## src/abmc_pkg.sv

```systemverilog
`default_nettype none
// ----------------------------------------------------------------------------
// abmc_pkg
// Types, field offsets, codes and helpers shared by the body mover blocks.
// ----------------------------------------------------------------------------
package abmc_pkg;

  // request kinds, carried in tuser
  localparam logic [1:0] REQ_WRITE = 2'd0;
  localparam logic [1:0] REQ_MOVE  = 2'd1;
  localparam logic [1:0] REQ_PLACE = 2'd2;

  // configuration register indexes
  localparam logic [2:0] CFG_HB_W   = 3'd0;
  localparam logic [2:0] CFG_HB_H   = 3'd1;
  localparam logic [2:0] CFG_OFF_X  = 3'd2;
  localparam logic [2:0] CFG_OFF_Y  = 3'd3;
  localparam logic [2:0] CFG_COUNT  = 3'd4;

  localparam int unsigned CFG_IDX_W  = 3;
  localparam int unsigned CFG_DATA_W = 12;

  // input tdata layout, lowest bit first
  localparam int unsigned IN_IDX_LSB   = 0;
  localparam int unsigned IN_BOXX_LSB  = 6;
  localparam int unsigned IN_BOXY_LSB  = 22;
  localparam int unsigned IN_BOXW_LSB  = 38;
  localparam int unsigned IN_BOXH_LSB  = 50;
  localparam int unsigned IN_VELX_LSB  = 62;
  localparam int unsigned IN_VELY_LSB  = 78;
  localparam int unsigned IN_DT_LSB    = 94;
  localparam int unsigned IN_PLACX_LSB = 104;
  localparam int unsigned IN_PLACY_LSB = 120;
  localparam int unsigned IN_DATA_W    = 136;

  localparam int unsigned OUT_DATA_W   = 40;

  localparam logic AXIS_Y = 1'b0;
  localparam logic AXIS_X = 1'b1;

  typedef struct packed {
    logic signed [15:0] x;
    logic signed [15:0] y;
    logic        [11:0] w;
    logic        [11:0] h;
  } abmc_entry_t;

  typedef struct packed {
    logic load_in;
    logic wr_entry;
    logic place;
    logic mul;
    logic step;
    logic scan_clr;
    logic scan_rd;
    logic snap;
    logic commit;
    logic out_load;
    logic axis;
  } abmc_cmd_t;

  typedef struct packed {
    logic scan_more;
    logic overlap;
    logic out_free;
  } abmc_sts_t;

  function automatic logic signed [15:0] sat16(input logic signed [21:0] v);
    if (v > 22'sd32767) begin
      return 16'sh7fff;
    end else if (v < -22'sd32768) begin
      return 16'sh8000;
    end else begin
      return v[15:0];
    end
  endfunction

endpackage
`default_nettype wire

```

## src/abmc_ctrl.sv

```systemverilog
`default_nettype none
// ----------------------------------------------------------------------------
// abmc_ctrl
// Request sequencer: dispatches writes, places and two-axis move scans; other kinds go straight to the output.
// ----------------------------------------------------------------------------
module abmc_ctrl (
  input  wire logic                clk_i,
  input  wire logic                rst_ni,
  input  wire logic                in_valid_i,
  input  wire logic [1:0]          in_type_i,
  output logic                     in_ready_o,
  input  wire abmc_pkg::abmc_sts_t sts_i,
  output abmc_pkg::abmc_cmd_t      cmd_o
);
  import abmc_pkg::*;

  localparam logic [3:0] S_IDLE   = 4'd0;
  localparam logic [3:0] S_WR     = 4'd1;
  localparam logic [3:0] S_PLACE  = 4'd2;
  localparam logic [3:0] S_MUL    = 4'd3;
  localparam logic [3:0] S_STEP   = 4'd4;
  localparam logic [3:0] S_SCAN   = 4'd5;
  localparam logic [3:0] S_SNAP   = 4'd6;
  localparam logic [3:0] S_COMMIT = 4'd7;
  localparam logic [3:0] S_OUT    = 4'd8;

  logic [3:0] state_q, state_d;
  logic       axis_q, axis_d;
  logic       pend_q, pend_d;
  logic       hit;

  assign in_ready_o = (state_q == S_IDLE);
  assign hit        = pend_q && sts_i.overlap;

  always_comb begin
    state_d = state_q;
    axis_d  = axis_q;
    pend_d  = pend_q;
    cmd_o   = '0;
    cmd_o.axis = axis_q;
    unique case (state_q)
      S_IDLE: begin
        if (in_valid_i) begin
          cmd_o.load_in = 1'b1;
          unique case (in_type_i)
            REQ_WRITE: state_d = S_WR;
            REQ_MOVE: begin
              state_d = S_MUL;
              axis_d  = AXIS_Y;
            end
            REQ_PLACE: state_d = S_PLACE;
            default:   state_d = S_OUT;
          endcase
        end
      end
      S_WR: begin
        cmd_o.wr_entry = 1'b1;
        state_d = S_OUT;
      end
      S_PLACE: begin
        cmd_o.place = 1'b1;
        state_d = S_OUT;
      end
      S_MUL: begin
        cmd_o.mul = 1'b1;
        state_d = S_STEP;
      end
      S_STEP: begin
        cmd_o.step     = 1'b1;
        cmd_o.scan_clr = 1'b1;
        pend_d  = 1'b0;
        state_d = S_SCAN;
      end
      S_SCAN: begin
        if (hit) begin
          pend_d  = 1'b0;
          state_d = S_SNAP;
        end else if (sts_i.scan_more) begin
          cmd_o.scan_rd = 1'b1;
          pend_d = 1'b1;
        end else begin
          pend_d = 1'b0;
          if (!pend_q) begin
            if (axis_q == AXIS_Y) begin
              axis_d  = AXIS_X;
              state_d = S_MUL;
            end else begin
              state_d = S_COMMIT;
            end
          end
        end
      end
      S_SNAP: begin
        cmd_o.snap = 1'b1;
        if (axis_q == AXIS_Y) begin
          axis_d  = AXIS_X;
          state_d = S_MUL;
        end else begin
          state_d = S_COMMIT;
        end
      end
      S_COMMIT: begin
        cmd_o.commit = 1'b1;
        state_d = S_OUT;
      end
      S_OUT: begin
        if (sts_i.out_free) begin
          cmd_o.out_load = 1'b1;
          state_d = S_IDLE;
        end
      end
      default: state_d = S_IDLE;
    endcase
  end

  always_ff @(posedge clk_i or negedge rst_ni) begin
    if (!rst_ni) begin
      state_q <= S_IDLE;
      axis_q  <= AXIS_Y;
      pend_q  <= 1'b0;
    end else begin
      state_q <= state_d;
      axis_q  <= axis_d;
      pend_q  <= pend_d;
    end
  end

  a_out_free: assert property (@(posedge clk_i) disable iff (!rst_ni)
    cmd_o.out_load |-> sts_i.out_free)
    else $error("result loaded while output register busy");

  a_snap_after_hit: assert property (@(posedge clk_i) disable iff (!rst_ni)
    cmd_o.snap |-> $past(hit))
    else $error("snap without a preceding overlap");

  a_no_read_on_hit: assert property (@(posedge clk_i) disable iff (!rst_ni)
    hit |-> !cmd_o.scan_rd)
    else $error("entry read would overwrite the hit entry");

  a_scan_exit: assert property (@(posedge clk_i) disable iff (!rst_ni)
    (state_q == S_SCAN && !pend_q && !sts_i.scan_more)
      |=> (state_q == S_MUL || state_q == S_COMMIT))
    else $error("scan did not finish after the last entry");

endmodule
`default_nettype wire

```

## config.mk

```make
export PLATFORM = sky130hd
export DESIGN_NAME = abmc_ctrl
export DESIGN_NICKNAME = d
export VERILOG_FILES = /design/src/abmc_pkg.sv /design/src/abmc_ctrl.sv
export SDC_FILE = /design/constraint.sdc
export NUM_CORES = 1
export LEC_CHECK = 0
export BUFFER_PORTS_ARGS = -buffer_cell sky130_fd_sc_hd__buf_2
export CORE_AREA = 2 2 39 41
export DETAILED_ROUTE_END_ITERATION = 7
export DIE_AREA = 0 0 41 43
export PLACE_DENSITY = 0.71
export SYNTH_ARGS = -nofsm -noshare
export SYNTH_HDL_FRONTEND = slang
export SYNTH_SLANG_ARGS = --single-unit
export TNS_END_PERCENT = 1
```

## constraint.sdc

```tcl
create_clock -name clk_i -period 4.9 [get_ports clk_i]
set_input_delay 1.47 -clock clk_i [delete_from_list [all_inputs] [get_ports clk_i]]
set_output_delay 1.47 -clock clk_i [all_outputs]
set_load 0.005 [all_outputs]
```

Yosys cells after proc, flatten, opt, wreduce, memory -nomap -nowiden
Cells that the tools add are included.

operators by class
  equal/unequal tests = 18
  reduce and logical (&&, ||, !) cells = 8
  muxes and demuxes = 28

operators with widths
  operator                                                                 count
  4-bit case mux with 7 select lines                                       1
  4-bit 2-to-1 mux                                                         5
  1-bit 2-to-1 mux                                                         17
  4-bit by 3-bit == test with 1-bit output, second input constant          4
  4-bit case mux with 3 select lines                                       1
  2-bit inequality test, second input constant                             5
  4-bit by 2-bit == test with 1-bit output, second input constant          2
  3-bit inequality test, second input constant                             2
  6-bit AND reduction                                                      1
  4-bit by 1-bit == test with 1-bit output, second input constant          1
  4-bit == test, second input constant                                     1
  4-bit logical NOT                                                        1
  4-bit AND reduction                                                      1
  3-bit 2-to-1 mux                                                         1
  1-bit case mux with 3 select lines                                       1
  3-bit nonzero test                                                       1
  3-bit OR reduction                                                       1
  2-bit by 1-bit == test with 1-bit output, second input constant          1
  2-bit == test, second input constant                                     1
  2-bit logical NOT                                                        1
  2-bit 2-to-1 mux                                                         1
  2-bit by 1-bit inequality test with 1-bit output, second input constant  1
  1-bit case mux with 2 select lines                                       1
  2-bit nonzero test                                                       1
  1-bit logical AND                                                        1

storage, ports and cells
  input bits = 8
  flip-flop bits (word level) = 6
  output and inout port bits = 12
  logic and storage cells = 57

Logic depth before layout (Yosys ltp)
Gate-level depths: netlist (run 1).

  word-level depth = 5
  mapped depth = 6
  gate-level depth less buffers = 6

Least setup slack after synthesis (run 1)
Ideal clock, no wire load.

  kind = in2out
  from = input port sts_i[1] (netlist name)
  to = output port cmd_o[4] (netlist name)
  path buffers = 1
  stages on the path = 3
  arrival time = 1892 ps
  path slack = 1538 ps
  data required time = 3430 ps
  cells stage by stage = a211oi_2 and2_1 buf_4

RTL lines
  item                line             RTL
  start: declaration  abmc_ctrl.sv:12  input wire abmc_pkg::abmc_sts_t sts_i,
  end: declaration    abmc_ctrl.sv:13  output abmc_pkg::abmc_cmd_t cmd_o

==> metrics.csv, run 1 <==
metric,value,unit
status,"finished, final reports clean",
Nets,95,
CP max-delay cell,a211oi_2,
post-synthesis sequential area ratio,0.258,
first-pass GRT wire length,1930,um
crit path cell chain,buf_2 -> a211oi_2 -> and2_1 -> buf_2,
cells on worst reg2reg path,3,
worst r2r src,state_q[2]$_DFFE_PN0P_,
"Top FF cell, synth",dfrtp_1,
CTS sink count,6,
syn_nets,79,
# diodes,0,
WL final,1150,um
"commonest non-fill, non-tap cell in the layout",buf_2,
placed cells,95,
Post-CTS Setup Bufs,0,
most used cell along the critical path,buf_2,
Die W,41,um
multi-input logic area,354,um2
Worst Setup EP,cmd_o[4],
crit path from,sts_i[1],
Final Power,319,uW
total track usage,0.165,
Final GP Congestion,0.777,
Num CTS Buffers,3,
setup TNS,0,ns
Synth Area per Inst,8.56,um2
DRC viols,0,
hold_buf cts,0,
Post-DP HPWL,890,um
vias per inst,5.39,
Non-Filler Instances,98,
crit path time final,3.52,ns
worst skew pair latency,0.24,ns
Critical Path RT,3.43,ns
Worst Path Max Fanout,2,
critical path type,input port to output pin,
Hold Path Class,register to register,
CP Buf/Inv Count,2,
Initial DRT Pass Iterations,2,
share of layout cells above drive strength 1,0.341,
Final Cycle Share,0.718,
CP Capture Type,output pin,
routed len/inst,11.8,um
CP startpoint kind,input port,
"EDFF count, synth",0,
std cell rows,14,
Max-Cap Viols,0,
Async SR Flop Fraction,1.00,
CTS tree,done,
P_leak,0.000322,uW
num ports,20,
Slew @ Worst Pin,0.489,ns
final hold vios,0,
Max Freq,284,MHz
initial core utilization,0.420,
die area,1760,um2
PwrDens,485,nW/um2
#FFs+latches synth,6,
input/output buffers,19,
cell family with most CP delay,buffers and inverters,
R2R Setup Slk,3.33,ns
DR vias,528,
"slowest stage delay, CP",0.20,ns
RR Endpoint,state_q[3]$_DFFE_PN0P_,
Max-slew headroom,0.674,
# resized after CTS,0,
largest net degree at the start of global routing,15,
"Clk pin slew, worst setup/hold paths",0.04,ns
initial antenna violation count,0,
crit path DAT,2.05,ns
Syn. warnings,0,
most frequent cells in the layout,"19 x buf_2, 8 x nor2_1, 6 x nor3_1, 6 x dfrtp_1, 5 x nand2b_1",
root buffer cell,clkbuf_4,
Cells after Synth,68,
Final Setup Violations,0,
fillers,156,
Synth Cell Area,582,um2
grt ovf,0,
Clock Path Buffers,2,
Clock Skews,0.00408,ns
htree depth,1,
iteration-0 DRC count of the detailed router,6,
distinct cell type count after synthesis,30,
Syn-to-layout area delta,12.9,%
CP Depth,4,
"antenna viol nets, final",0,
RSZ-0062 raised after global routing,false,
max-slew violation count,0,
worst vdd ir,0.236,mV
Core Region,1380,um2
Die H,43,um
vias in the first global route,464,
sequential cell area,150,um2
==> metal layers <==
layer	up-vias	part of all wire	global-route usage
met5	-	0	0
met4	0	0.011	0.0600
met3	2	0.049	0.0785
met2	14	0.46	0.228
met1	243	0.47	0.218
li1	269	-	-
==> stage by stage <==
step / util / hold slack (ns) / area (um2) / worst slack [ns]
finish: 0.475 / 0.638 / 657 / 1.38
CTS: 0.475 / 0.640 / 657 / 1.38
global placement: 0.458 / 0.632 / 634 / 1.41
floorplan: - / 0.575 / 582 / 1.54
detailed placement: 0.458 / 0.634 / 634 / 1.39
global route: 0.475 / 0.678 / 657 / 1.33
==> worst min-delay path by stage <==
stage                     depth (start not counted)  slack [ns]                 end          startpoint
after floorplan                                   2        0.57  axis_q$_DFFE_PN0P_  axis_q$_DFFE_PN0P_
after global routing                              2        0.68  pend_q$_DFFE_PN0P_  pend_q$_DFFE_PN0P_
after CTS                                         2        0.64  pend_q$_DFFE_PN0P_  pend_q$_DFFE_PN0P_
after detailed placement                          2        0.63  axis_q$_DFFE_PN0P_  axis_q$_DFFE_PN0P_
after global placement                            2        0.63  pend_q$_DFFE_PN0P_  pend_q$_DFFE_PN0P_
final                                             2        0.64  pend_q$_DFFE_PN0P_  pend_q$_DFFE_PN0P_
==> where the power goes <==
group          internal, uW  total [uW]  switching (uW)  leakage [uW]
logic                  80.4         149            69.0      0.000232
clock network          27.6        43.4            15.9     0.0000138
registers              69.1         126            56.8     0.0000763
==> worst min-delay path, stage by stage, from the launching register on <==
cell and delay (ns):
dfrtp_1 0.44, o21ai_0 0.10, nand2b_1 0.06
==> cells by family (layout without fill, tap and decap cells) <==
kind of cell,Yosys count,after routing,share of synthesized area
AO/OA/AOI/OAI,12,12,0.185
adder cells (fa/ha/maj),3,3,0.0645
buffers and inverters,12,26,0.133
flip-flops,6,6,0.258
multiplexers,3,3,0.0516
AND/OR/NAND/NOR,32,32,0.308
==> state kept, by name, summed over array words and instances, names as in the netlist <==
register and cells:
axis_q 1, pend_q 1, state_q 4
==> Yosys cell counts, types with 2 or more instances <==
cell type	number	area (um2)
nand2_1	3	11.3
buf_4	4	30.0
nor2_1	8	30.0
inv_1	4	15.0
nor3_1	6	30.0
mux2i_1	3	30.0
dfrtp_1	6	150
buf_6	2	22.5
buf_2	2	10.0
a21oi_1	3	15.0
and2_1	2	12.5
nand2b_1	5	31.3
ha_1	3	37.5
==> final cells by class <==
cell class | instances | area share
tap | 16 | 0.0305
multi-input combinational | 50 | 0.539
timing repair buffer | 19 | 0.145
sequential | 6 | 0.229
inverter | 4 | 0.0229
clock buffer | 3 | 0.0343
No activity file was read; power rests on OpenSTA's default activity.
==> inputs of run 2 (changes only) <==
Settings changed: CORE_AREA 2 2 39 41 to unset, CORE_MARGIN set to 1.5, CORE_UTILIZATION set to 43, DIE_AREA 0 0 41 43 to unset, PLACE_DENSITY 0.71 to 0.73.
Clock period 4.9 ns to 3.05 ns, I/O delays scaled along.
==> run 2 against run 1 <==
Against the previous run: design area shrank 0.19%; register-to-register slack lost 1.9 ns; highest routed layer unchanged; global-route usage grew 1.6 points; power grew 62%; via count grew 1.1%; cell count shrank 1.0%.
==> metrics.csv, run 2 (synthesis results as in run 1) <==
metric,value,unit
status,"finished, final reports clean",
Worst Path Max Fanout,13,
Max Freq,381,MHz
grt ovf,0,
Clock Skews,0.00136,ns
CP Capture Type,output pin,
initial antenna violation count,0,
max-slew violation count,0,
Post-DP HPWL,888,um
Slew @ Worst Pin,0.471,ns
largest net degree at the start of global routing,15,
P_leak,0.000322,uW
total track usage,0.181,
Largest register FFs,4,
Num CTS Buffers,3,
htree depth,1,
Largest Register,state_q,
DRC viols,0,
CP max-delay cell,dfrtp_1,
std cell rows,13,
CTS tree,done,
DR vias,534,
Max-slew headroom,0.686,
Final Cycle Share,0.861,
setup slack after layout,0.423,ns
CP Buf/Inv Count,1,
Clock Path Buffers,2,
Max-Cap Viols,0,
worst vdd ir,0.477,mV
Top Registers,"state_q (4), axis_q (1), pend_q (1)",
# diodes,0,
final hold vios,0,
critical path type,register to output pin,
Post-CTS Setup Bufs,0,
highest routed metal layer,met4,
vias per inst,5.51,
CTS sink count,6,
Core Region,1280,um2
Die W,39.8,um
first-pass GRT wire length,1810,um
cell family with most CP delay,flip-flops,
Initial DRT Pass Iterations,4,
share of layout cells above drive strength 1,0.341,
crit path from,state_q[2]$_DFFE_PN0P_,
hold_buf cts,0,
Final Setup Violations,0,
worst r2r src,state_q[2]$_DFFE_PN0P_,
Final GP Congestion,0.766,
"Clk pin slew, worst setup/hold paths",0.04,ns
"slowest stage delay, CP",0.61,ns
Critical Path RT,2.13,ns
PwrDens,787,nW/um2
Die H,39.8,um
Syn-to-layout area delta,12.7,%
"commonest non-fill, non-tap cell in the layout",buf_2,
crit path cell chain,nand2b_1 -> a211oi_2 -> and2_1 -> buf_2,
Nets,95,
Detail Route met2 WL,553,um
initial core utilization,0.453,
vias in the first global route,418,
Hold Path Class,input port to asynchronous set/reset pin,
input/output buffers,19,
RSZ-0062 raised after global routing,false,
setup TNS,0,ns
most frequent cells in the layout,"19 x buf_2, 8 x nor2_1, 6 x nor3_1, 6 x dfrtp_1, 5 x nand2b_1",
iteration-0 DRC count of the detailed router,23,
Detail Route met3 WL,83,um
root buffer cell,clkbuf_4,
num ports,20,
pre-CTS WS,0.638,ns
worst skew pair latency,0.25,ns
"antenna viol nets, final",0,
crit path time final,2.63,ns
routed len/inst,12.1,um
M1 WL,521,um
# resized after CTS,0,
die area,1580,um2
CP startpoint kind,register,
WL final,1170,um
crit path DAT,1.71,ns
run 2: area by class of cell:
type                            count  area [um2]
Timing Repair Buffer               19        95.1
Tap cell                           15        18.8
Inverter                            4        15.0
Fill cell                         130         629
Multi-Input combinational cell     50         354
Clock buffer                        3        22.5
Sequential cell                     6         150
run 2: stage by stage:
step | std cells | instance area (um2) | utilization | hold WS [ns] | total power, uW
after detailed placement | 94 | 633 | 0.493 | 0.627 | 443
final | 97 | 656 | 0.510 | 0.480 | 516
after global routing | 97 | 656 | 0.510 | 0.472 | 563
after global placement | 94 | 633 | 0.493 | 0.630 | 441
after CTS | 97 | 656 | 0.510 | 0.481 | 520
after floorplan | 68 | 582 | - | 0.575 | 395
run 2: path summary, 6_finish.rpt:
path | end | depth (start not counted) | slack [ns]
setup / recovery | cmd_o[4] | 4 | 0.42
hold / removal | axis_q$_DFFE_PN0P_ | 1 | 0.48
setup reg to reg | state_q[3]$_DFFE_PN0P_ | 3 | 1.48
hold reg to reg | pend_q$_DFFE_PN0P_ | 2 | 0.64
max in group asynchronous | pend_q$_DFFE_PN0P_ | 1 | 2.43
min in group clk_i | pend_q$_DFFE_PN0P_ | 2 | 0.64
run 2: layer usage:
| metal | track usage | vias up |
|---|---|---|
| li1 | - | 266 |
| met1 | 0.231 | 247 |
| met2 | 0.254 | 19 |
| met3 | 0.0852 | 2 |
| met4 | 0.0776 | 0 |
| met5 | 0 | - |
run 2: power breakdown:
group / switching, uW / internal, uW
clock network: 29.4 / 44.6
logic: 114 / 129
registers: 88.2 / 111
total: 231 / 285
run 2: worst reg2reg max path, cell delays in order, from the launching register on:
cell      delay (ns)
dfrtp_1         0.61
nand2b_1        0.29
o31ai_2         0.36
mux2i_1         0.23
