===== config.mk =====
export PLATFORM = sky130hd
export DESIGN_NAME = abmc_dp
export DESIGN_NICKNAME = d
export VERILOG_FILES = /design/src/abmc_pkg.sv /design/src/abmc_dp.sv
export SDC_FILE = /design/constraint.sdc
export NUM_CORES = 2
export LEC_CHECK = 0
export BUFFER_PORTS_ARGS = -buffer_cell sky130_fd_sc_hd__buf_2
export CELL_PAD_IN_SITES_DETAIL_PLACEMENT = 1
export CELL_PAD_IN_SITES_GLOBAL_PLACEMENT = 1
export CORE_MARGIN = 1
export CORE_UTILIZATION = 50
export DETAILED_ROUTE_END_ITERATION = 8
export MAX_ROUTING_LAYER = met4
export PLACE_DENSITY_LB_ADDON = 0.12
export SLEW_MARGIN = 20
export SYNTH_ARGS = -nofsm -noshare
export SYNTH_HDL_FRONTEND = slang
export SYNTH_SLANG_ARGS = --single-unit

===== constraint.sdc =====
create_clock -name clk_i -period 7.5 [get_ports clk_i]
set_input_delay 1.5 -clock clk_i [delete_from_list [all_inputs] [get_ports clk_i]]
set_output_delay 1.5 -clock clk_i [all_outputs]
set_load 0.1 [all_outputs]

===== src/abmc_pkg.sv =====
`default_nettype none
// ----------------------------------------------------------------------------
// abmc_pkg
// Types, field offsets, codes and helpers shared by the body mover blocks.
// ----------------------------------------------------------------------------
package abmc_pkg;

  // request kinds, carried in tuser
  localparam logic [1:0] REQ_WRITE = 2'd0;
  localparam logic [1:0] REQ_MOVE  = 2'd1;
  localparam logic [1:0] REQ_PLACE = 2'd2;

  // configuration register indexes
  localparam logic [2:0] CFG_HB_W   = 3'd0;
  localparam logic [2:0] CFG_HB_H   = 3'd1;
  localparam logic [2:0] CFG_OFF_X  = 3'd2;
  localparam logic [2:0] CFG_OFF_Y  = 3'd3;
  localparam logic [2:0] CFG_COUNT  = 3'd4;

  localparam int unsigned CFG_IDX_W  = 3;
  localparam int unsigned CFG_DATA_W = 12;

  // input tdata layout, lowest bit first
  localparam int unsigned IN_IDX_LSB   = 0;
  localparam int unsigned IN_BOXX_LSB  = 6;
  localparam int unsigned IN_BOXY_LSB  = 22;
  localparam int unsigned IN_BOXW_LSB  = 38;
  localparam int unsigned IN_BOXH_LSB  = 50;
  localparam int unsigned IN_VELX_LSB  = 62;
  localparam int unsigned IN_VELY_LSB  = 78;
  localparam int unsigned IN_DT_LSB    = 94;
  localparam int unsigned IN_PLACX_LSB = 104;
  localparam int unsigned IN_PLACY_LSB = 120;
  localparam int unsigned IN_DATA_W    = 136;

  localparam int unsigned OUT_DATA_W   = 40;

  localparam logic AXIS_Y = 1'b0;
  localparam logic AXIS_X = 1'b1;

  typedef struct packed {
    logic signed [15:0] x;
    logic signed [15:0] y;
    logic        [11:0] w;
    logic        [11:0] h;
  } abmc_entry_t;

  typedef struct packed {
    logic load_in;
    logic wr_entry;
    logic place;
    logic mul;
    logic step;
    logic scan_clr;
    logic scan_rd;
    logic snap;
    logic commit;
    logic out_load;
    logic axis;
  } abmc_cmd_t;

  typedef struct packed {
    logic scan_more;
    logic overlap;
    logic out_free;
  } abmc_sts_t;

  function automatic logic signed [15:0] sat16(input logic signed [21:0] v);
    if (v > 22'sd32767) begin
      return 16'sh7fff;
    end else if (v < -22'sd32768) begin
      return 16'sh8000;
    end else begin
      return v[15:0];
    end
  endfunction

endpackage
`default_nettype wire


===== src/abmc_dp.sv =====
`default_nettype none
// ----------------------------------------------------------------------------
// abmc_dp
// Datapath: config registers, obstacle memory, step multiplier, overlap
// check, snap and saturation, body position and output register.
// ----------------------------------------------------------------------------
module abmc_dp #(
  parameter int unsigned MAX_BOXES = 64
) (
  input  wire logic                                clk_i,
  input  wire logic                                rst_ni,
  input  wire logic                                cfg_valid_i,
  input  wire logic [abmc_pkg::CFG_IDX_W-1:0]      cfg_index_i,
  input  wire logic [abmc_pkg::CFG_DATA_W-1:0]     cfg_data_i,
  input  wire logic [abmc_pkg::IN_DATA_W-1:0]      in_data_i,
  input  wire abmc_pkg::abmc_cmd_t                 cmd_i,
  output abmc_pkg::abmc_sts_t                      sts_o,
  output logic                                     out_valid_o,
  input  wire logic                                out_ready_i,
  output logic [abmc_pkg::OUT_DATA_W-1:0]          out_data_o
);
  import abmc_pkg::*;

  localparam int unsigned ADDR_W = (MAX_BOXES > 1) ? $clog2(MAX_BOXES) : 1;
  localparam int unsigned CNT_W  = $clog2(MAX_BOXES + 1);
  localparam int unsigned LIM_W  = (CNT_W > 7) ? CNT_W : 7;

  // configuration
  logic        [11:0] hb_w_q, hb_h_q;
  logic signed [11:0] off_x_q, off_y_q;
  logic        [6:0]  count_q;

  always_ff @(posedge clk_i or negedge rst_ni) begin
    if (!rst_ni) begin
      hb_w_q  <= 12'd16;
      hb_h_q  <= 12'd16;
      off_x_q <= '0;
      off_y_q <= '0;
      count_q <= '0;
    end else if (cfg_valid_i) begin
      unique case (cfg_index_i)
        CFG_HB_W:  hb_w_q  <= cfg_data_i;
        CFG_HB_H:  hb_h_q  <= cfg_data_i;
        CFG_OFF_X: off_x_q <= $signed(cfg_data_i);
        CFG_OFF_Y: off_y_q <= $signed(cfg_data_i);
        CFG_COUNT: count_q <= cfg_data_i[6:0];
        default: ;
      endcase
    end
  end

  // latched request
  logic [IN_DATA_W-1:0] in_q;

  always_ff @(posedge clk_i) begin
    if (cmd_i.load_in) begin
      in_q <= in_data_i;
    end
  end

  logic        [5:0]  in_idx;
  logic signed [15:0] in_vel_x, in_vel_y, in_place_x, in_place_y;
  logic        [9:0]  in_dt;
  abmc_entry_t        in_entry;

  assign in_idx      = in_q[IN_IDX_LSB +: 6];
  assign in_entry.x  = $signed(in_q[IN_BOXX_LSB +: 16]);
  assign in_entry.y  = $signed(in_q[IN_BOXY_LSB +: 16]);
  assign in_entry.w  = in_q[IN_BOXW_LSB +: 12];
  assign in_entry.h  = in_q[IN_BOXH_LSB +: 12];
  assign in_vel_x    = $signed(in_q[IN_VELX_LSB +: 16]);
  assign in_vel_y    = $signed(in_q[IN_VELY_LSB +: 16]);
  assign in_dt       = in_q[IN_DT_LSB +: 10];
  assign in_place_x  = $signed(in_q[IN_PLACX_LSB +: 16]);
  assign in_place_y  = $signed(in_q[IN_PLACY_LSB +: 16]);

  // obstacle memory
  abmc_entry_t        mem [MAX_BOXES];
  abmc_entry_t        rd_q;
  logic [CNT_W-1:0]   scan_idx_q;
  logic [LIM_W-1:0]   limit;
  logic [ADDR_W-1:0]  wr_addr;

  assign wr_addr = ADDR_W'(in_idx);
  assign limit   = (LIM_W'(count_q) > LIM_W'(MAX_BOXES)) ? LIM_W'(MAX_BOXES)
                                                         : LIM_W'(count_q);
  assign sts_o.scan_more = (LIM_W'(scan_idx_q) < limit);

  always_ff @(posedge clk_i) begin
    if (cmd_i.wr_entry && (32'(in_idx) < MAX_BOXES)) begin
      mem[wr_addr] <= in_entry;
    end
  end

  always_ff @(posedge clk_i) begin
    if (cmd_i.scan_rd) begin
      rd_q <= mem[scan_idx_q[ADDR_W-1:0]];
    end
  end

  always_ff @(posedge clk_i or negedge rst_ni) begin
    if (!rst_ni) begin
      scan_idx_q <= '0;
    end else if (cmd_i.scan_clr) begin
      scan_idx_q <= '0;
    end else if (cmd_i.scan_rd) begin
      scan_idx_q <= scan_idx_q + CNT_W'(1);
    end
  end

  // body state
  logic signed [15:0] body_x_q, body_y_q;
  logic signed [15:0] nx_q, ny_q;
  logic signed [16:0] bx_q, by_q;
  logic signed [26:0] prod_q;
  logic               ground_q;

  logic signed [15:0] vel_sel;
  logic               vel_pos;
  logic signed [26:0] prod_rnd, disp;
  logic signed [15:0] base;
  logic signed [21:0] step_sum;
  logic signed [15:0] step_pos;

  assign vel_sel  = (cmd_i.axis == AXIS_X) ? in_vel_x : in_vel_y;
  assign vel_pos  = !vel_sel[15] && (vel_sel != 16'sd0);
  assign prod_rnd = prod_q + (prod_q[26] ? 27'sd255 : 27'sd0);
  assign disp     = prod_rnd >>> 8;
  assign base     = (cmd_i.axis == AXIS_X) ? body_x_q : body_y_q;
  assign step_sum = 22'(base) + 22'(disp);
  assign step_pos = sat16(step_sum);

  // overlap and snap
  logic signed [19:0] ax, ay, aw, ah, bxs, bys, hw, hh;
  logic signed [19:0] adj;
  logic signed [15:0] snap_base;
  logic signed [21:0] snap_sum;

  assign ax  = 20'(rd_q.x);
  assign ay  = 20'(rd_q.y);
  assign aw  = 20'($signed({1'b0, rd_q.w}));
  assign ah  = 20'($signed({1'b0, rd_q.h}));
  assign bxs = 20'(bx_q);
  assign bys = 20'(by_q);
  assign hw  = 20'($signed({1'b0, hb_w_q}));
  assign hh  = 20'($signed({1'b0, hb_h_q}));

  assign sts_o.overlap = (ax < bxs + hw) && (ax + aw > bxs) &&
                         (ay < bys + hh) && (ay + ah > bys);

  always_comb begin
    if (cmd_i.axis == AXIS_Y) begin
      adj = vel_pos ? (ay - hh - bys) : (ay + ah - bys);
    end else begin
      adj = vel_pos ? (ax - hw - bxs) : (ax + aw - bxs);
    end
  end

  assign snap_base = (cmd_i.axis == AXIS_X) ? nx_q : ny_q;
  assign snap_sum  = 22'(snap_base) + 22'(adj);

  always_ff @(posedge clk_i) begin
    if (cmd_i.mul) begin
      prod_q <= 27'(vel_sel) * 27'($signed({1'b0, in_dt}));
    end
    if (cmd_i.step) begin
      if (cmd_i.axis == AXIS_Y) begin
        ny_q <= step_pos;
        by_q <= 17'(step_pos) + 17'(off_y_q);
        bx_q <= 17'(body_x_q) + 17'(off_x_q);
      end else begin
        nx_q <= step_pos;
        bx_q <= 17'(step_pos) + 17'(off_x_q);
        by_q <= 17'(ny_q) + 17'(off_y_q);
      end
    end
    if (cmd_i.snap) begin
      if (cmd_i.axis == AXIS_Y) begin
        ny_q <= sat16(snap_sum);
      end else begin
        nx_q <= sat16(snap_sum);
      end
    end
    if (cmd_i.load_in) begin
      ground_q <= 1'b0;
    end else if (cmd_i.snap && (cmd_i.axis == AXIS_Y) && adj[19]) begin
      ground_q <= 1'b1;
    end
  end

  always_ff @(posedge clk_i or negedge rst_ni) begin
    if (!rst_ni) begin
      body_x_q <= '0;
      body_y_q <= '0;
    end else if (cmd_i.commit) begin
      body_x_q <= nx_q;
      body_y_q <= ny_q;
    end else if (cmd_i.place) begin
      body_x_q <= in_place_x;
      body_y_q <= in_place_y;
    end
  end

  // output register
  logic out_valid_q;

  assign sts_o.out_free = !out_valid_q || out_ready_i;
  assign out_valid_o    = out_valid_q;

  always_ff @(posedge clk_i or negedge rst_ni) begin
    if (!rst_ni) begin
      out_valid_q <= 1'b0;
    end else if (cmd_i.out_load) begin
      out_valid_q <= 1'b1;
    end else if (out_ready_i) begin
      out_valid_q <= 1'b0;
    end
  end

  always_ff @(posedge clk_i) begin
    if (cmd_i.out_load) begin
      out_data_o <= {7'd0, body_y_q, body_x_q, ground_q};
    end
  end

endmodule
`default_nettype wire


* Word-level counts from Yosys, hierarchy flattened
Memories as Yosys holds them, arrays and structs flattened. A register that Yosys moved wholly into a read port is not among the register bits. Index checks and enable logic that the tools add are counted.
Word-level totals: output and inout bits 44, bits in registers 358, bits of input ports 166, RAM bits 3584, word-level logic and storage cells 103, bits in latches 0, ROM bits 0, memories 1
Cells by class: div/mod/pow operators 0, add/subtract/negate cells 18, muxes and demuxes 32, magnitude comparators 10, equal/unequal tests 4, multipliers 1, reductions and logical operators 19, bitwise gates (word level) 1, shift-type cells 0
Memories:
- mem | words 64, width 56, rd ports 1, clocked after memory_dff 1, wr ports 1, RTL line abmc_dp.sv:78 | abmc_entry_t mem [MAX_BOXES];
Operator list (count):
- 16-bit 2-to-1 mux | 19
- 17-bit by 17-bit subtractor with 18-bit output | 4
- 16-bit by 12-bit adder with 17-bit output | 4
- 20-bit 2-to-1 mux | 3
- 17-bit by 13-bit adder with 18-bit output | 2
- 16-bit by 18-bit less-than comparator with 1-bit output | 2
- 16-bit by 13-bit adder with 17-bit output | 2
- 17-bit > comparator | 2
- 17-bit 2-to-1 mux | 2
- 16-bit by 13-bit subtractor with 17-bit output | 2
- 27-bit by 9-bit adder with 27-bit output | 1
- 16-bit by 11-bit multiplier with 27-bit output | 1
- 16-bit by 20-bit adder with 21-bit output | 1
- 21-bit by 16-bit > comparator with 1-bit output, second input constant | 1
- 21-bit by 16-bit less-than comparator with 1-bit output, second input constant | 1
- 7-bit 2-to-1 mux | 3
- 16-bit by 19-bit adder with 20-bit output | 1
- 20-bit by 16-bit > comparator with 1-bit output, second input constant | 1
- 20-bit by 16-bit less-than comparator with 1-bit output, second input constant | 1
- 16-bit nonzero test | 1
- 2-bit AND reduction | 5
- 8-bit 2-to-1 mux | 1
- 7-bit by 1-bit adder with 7-bit output, second input constant | 1
- 7-bit > comparator, second input constant | 1
- other kinds (11) | 23

* Longest topological paths before layout
word-level depth 11, depth in mapped cells 35, mapped depth without buffers 34

* Worst setup path after synthesis
OpenSTA, ideal clock, no wires.
path kind in2reg, from input port cmd_i[0] in the netlist's numbering, to register by_q[16], data pin, slack -0.897 ns, library setup time 0.259 ns, data arrival time 8.138 ns, path buffers 4, cell stages on the path 28, data required time 7.241 ns, cells stage by stage clkbuf_1 > buf_1 > clkbuf_1 > buf_1 > mux2_2 > ha_1 > inv_1 > fa_1 > nand2b_1 > a21oi_1 > o221ai_1 > o31ai_1 > nor3_1 > or3_1 > o41ai_4 > o21ai_0 > mux2_2 > ha_1 > nor2b_1 > o21ai_0 > a21boi_0 > o21ai_0 > a21boi_0 > o2111ai_1 > a311oi_1 > o21ai_0 > a21oi_1 > o2bb2ai_1
Between the ends: cells in the longest elaborated chain, start to end 7, elaborated cells between the ends (all ways) 8, those cells by class 2 x add/sub; 2 x order compare; 4 x mux
RTL lines:
- start, declared | RTL line abmc_dp.sv:16 | input wire abmc_pkg::abmc_cmd_t cmd_i,
- 16-bit 2-to-1 mux | RTL line abmc_dp.sv:129 | assign base = (cmd_i.axis == AXIS_X) ? body_x_q : body_y_q;
- 16-bit by 19-bit adder with 20-bit output | RTL line abmc_dp.sv:130 | assign step_sum = 22'(base) + 22'(disp);
- 20-bit by 16-bit less-than comparator with 1-bit output | RTL line abmc_pkg.sv:71 | end else if (v < -22'sd32768) begin
- 16-bit 2-to-1 mux | RTL line abmc_pkg.sv:71
- 16-bit 2-to-1 mux | RTL line abmc_pkg.sv:69 | if (v > 22'sd32767) begin
- 16-bit by 12-bit adder with 17-bit output | RTL line abmc_dp.sv:169 | by_q <= 17'(step_pos) + 17'(off_y_q);
- 17-bit 2-to-1 mux (*) | RTL line abmc_dp.sv:167 | if (cmd_i.axis == AXIS_Y) begin
- end signal, assigned | RTL line abmc_dp.sv:169
- end signal, assigned | RTL line abmc_dp.sv:174 | by_q <= 17'(ny_q) + 17'(off_y_q);
- end, declared | RTL line abmc_dp.sv:114 | logic signed [16:0] bx_q, by_q;
Every way passes the cells marked *; elsewhere a longest branch is shown, timed or not. A chain may end at the register's enable or synchronous reset.

==> impl_metrics.tcl <==
set metrics [dict create \
    outcome "finished with violations" \
    violations "design-rule violations" \
    wl_per_cell_um 36.13 \
    finalWeightedCongestion 0.8844 \
    synthFlopType "edfxtp_1" \
    min_from "ground_q$_SDFFE_PP0P_" \
    leakagePower_nw 62.03 \
    clkSlewWorstSetupHoldPaths_ns 0.06 \
    post-place-ws_ns -0.3352 \
    antenna_left 0 \
    crit_type "reg -> out" \
    r2r_setup_slack_ns 0.34 \
    period_minus_slack_ns 7.254 \
    grt_pass1_wl_um 689800 \
    synth_top_area_share_pct 69.39 \
    post-route-util_pct 57.17 \
    ios 210 \
    top_layer "met4" \
    syn_area_per_cell_um2 20.41 \
    peakVddDrop_mv 0.3104 \
    drtPass1Iterations 7 \
    numCtsBuffers 415 \
    viasPerCell 6.388 \
    dp_cells 12850 \
    clock_latency_ns 1.02 \
    fmax_ghz 0.1379 \
    cts-htree-levels 5 \
    hold_path.class "reg -> reg" \
    nFillCells 28350 \
    power.density_nw_per_um2 351.4 \
    track_usage_pct 30.11 \
    drc 3 \
    core_um2 333400 \
    num_vias 87130 \
    dpl-instance-area_um2 176800 \
    yosys_register_bits 3998 \
    syn_area_um2 167500 \
    synth_top_area_cell "edfxtp_1" \
    setup_violations 0 \
    synth_commonest_cells "edfxtp_1, mux4_2, ha_1" \
    die_width_um 580.8 \
    whs_ns 0.4342 \
    final.setup.tns_ns 0 \
    nNetsFinal 9573 \
    total_power_mw 66.98 \
    syn_inst 8207 \
    worst_pin_slew_ns 1.215 \
    synth_cell_types 79 \
    hold_viol 0 \
    r2r_end "ny_q[13]$_DFF_P_" \
    final.period_utilization_pct 96.72 \
    crit-reg2reg-launch "hb_w_q[0]$_DFFE_PN0P_" \
    port_buffers 202 \
    antenna_found_initial 26 \
    max_slew_margin_pct 19.00 \
    r2r_cells 30 \
    synth-async-reset-ratio_pct 2.376 \
    yosysSeqAreaShare_pct 71.20 \
    fin_ws_ns 0.2462 \
    synth-edff-count 3870 \
    cts_num_sinks 3998 \
    yosys-top-cells-area "edfxtp_1, mux4_2, ha_1" \
    hold_depth 0 \
    cts_buffer_depth 4 \
    met1_length_um 195600 \
    grt_pass1_vias 90300 \
    drt_iter0_drc 11140 \
    area_growth_pct 13.81 \
    yosys_warnings 0 \
    grt_max_degree 142 \
    cts-root-buf "clkbuf_16" \
    slew_violations 0 \
    cp-start-kind "register" \
    whs_endpoint "out_data_o[0]$_DFFE_PP_" \
    max_cap_violations 0 \
    cts_tree "yes" \
    arrival_ns 5.75 \
    critPathMaxFanout 3 \
    endpoint_kind "primary output" \
    drive_gt1_share_pct 28.46 \
    rows 212 \
    wl_met2_um 241900 \
    overflow 0 \
    synth.most_common_cell "edfxtp_1" \
    finish.instance_area_um2 190600 \
    dieArea_um2 337300 \
    finClkSkew_ns 0.09124 \
    cts.hold.buffers_added 0 \
    start_util_pct 50.23 \
    place_hpwl_um 279800 \
    wl_met3_um 39510 \
    layout.cells.non_filler 13640 \
    die_height_um 580.8 \
    wirelength_um 492800 \
    required_ns 6.00 \
]
[power by group]
group	switching [mW]	leakage, nW	internal [mW]
clock	8.76	6.42	11.5
combinational	11.8	19.2	8.75
sequential	0.567	36.5	25.6
total	21.1	62.0	45.9
[logic make-up after synthesis]
group,after synthesis,share of synthesized area [%]
flops,3998,71.20
mux,1320,16.81
simple gates,868,2.422
buf+inv,682,1.547
compound gates,624,2.329
fa+ha+maj,511,4.620
xor+xnor,203,1.062
other cells,1,0.002239
[registers in the layout (all words and copies together), names as in the netlist, 12 cells and up]
register    count
hb_w_q         12
nx_q           16
prod_q         27
ah             12
mem          3584
hb_h_q         12
off_x_q        12
body_x_q       16
ax             16
bx_q           17
by_q           17
in_q          136
off_y_q        12
ny_q           16
ay             16
out_data_o     33
body_y_q       16
aw             12
[layout make-up]
type / count / area (um2) / area share, %
Antenna cell: 12 / 30.03 / 0.01575
Clock buffer: 515 / 10960 / 5.749
Clock inverter: 247 / 2276 / 1.194
Inverter: 331 / 1242 / 0.6518
Multi-Input combinational cell: 3533 / 46560 / 24.43
Sequential cell: 3998 / 119300 / 62.57
Tap cell: 4387 / 5489 / 2.880
Timing Repair Buffer: 617 / 4785 / 2.510
[critical path, stage by stage (launching register included)]
cell	delay, ns
edfxtp_1	0.44
buf_4	0.18
fa_2	0.37
a21o_1	0.20
a21oi_2	0.16
o21bai_1	0.10
a21oi_2	0.16
nor2b_1	0.07
o21a_1	0.18
o31a_1	0.28
o41ai_2	0.25
buf_4	0.18
nor3_1	0.05
xnor2_1	0.14
ha_1	0.19
a21o_1	0.17
a21oi_2	0.13
nand3_1	0.10
o21ai_2	0.08
nand3_2	0.11
a2111oi_4	0.34
buf_4	0.19
o31ai_2	0.09
a211oi_2	0.27
buf_4	0.18
buf_12	0.16
[per-layer routing]
layer | up-vias | track usage (%)
met4 | 0 | 8.705
met1 | 47440 | 41.06
met5 | - | -
met3 | 790 | 3.914
met2 | 4082 | 48.14
li1 | 34820 | -
[cells in the final DEF (no fill, tap or decap), types with 46 or more instances in the layout]
cell and n:
xnor2_1 136, edfxtp_1 3870, nor2_4 62, mux2_2 88, buf_2 197, buf_4 369, buf_12 46, xor2_1 67
nor2_1 216, dfrtp_1 87, fa_1 177, clkbuf_16 422, a21oi_1 145, clkinv_2 69, inv_1 329, a21o_1 51
nand3_1 53, mux4_2 1186, clkbuf_1 88, nor2b_1 48, nor3_1 47, and2_1 84, clkinv_1 99, mux2i_1 46
ha_1 329, o21ai_0 159, nand2_1 235
[worst max-delay path by stage]
stage	to	from
4_1_cts	sts_o[1]	bx_q[0]$_DFFE_PP_
6_report	sts_o[1]	by_q[1]$_DFFE_PP_
3_5_place_dp	by_q[16]$_DFFE_PP_	cmd_i[0]
2_1_floorplan	bx_q[16]$_DFFE_PP_	cmd_i[0]
5_1_grt	by_q[16]$_DFFE_PP_	prod_q[26]$_DFFE_PP_
3_3_place_gp	by_q[16]$_DFFE_PP_	cmd_i[0]
[repair_timing]
| item | in CTS | in global routing |
|---|---|---|
| gates resized for setup | 37 | 67 |
| endpoints found under the setup margin | 5 | 48 |
| buffers inserted | 11 | 10 |
| pin swaps | 13 | 34 |
No activity file was read; power rests on OpenSTA's default activity.
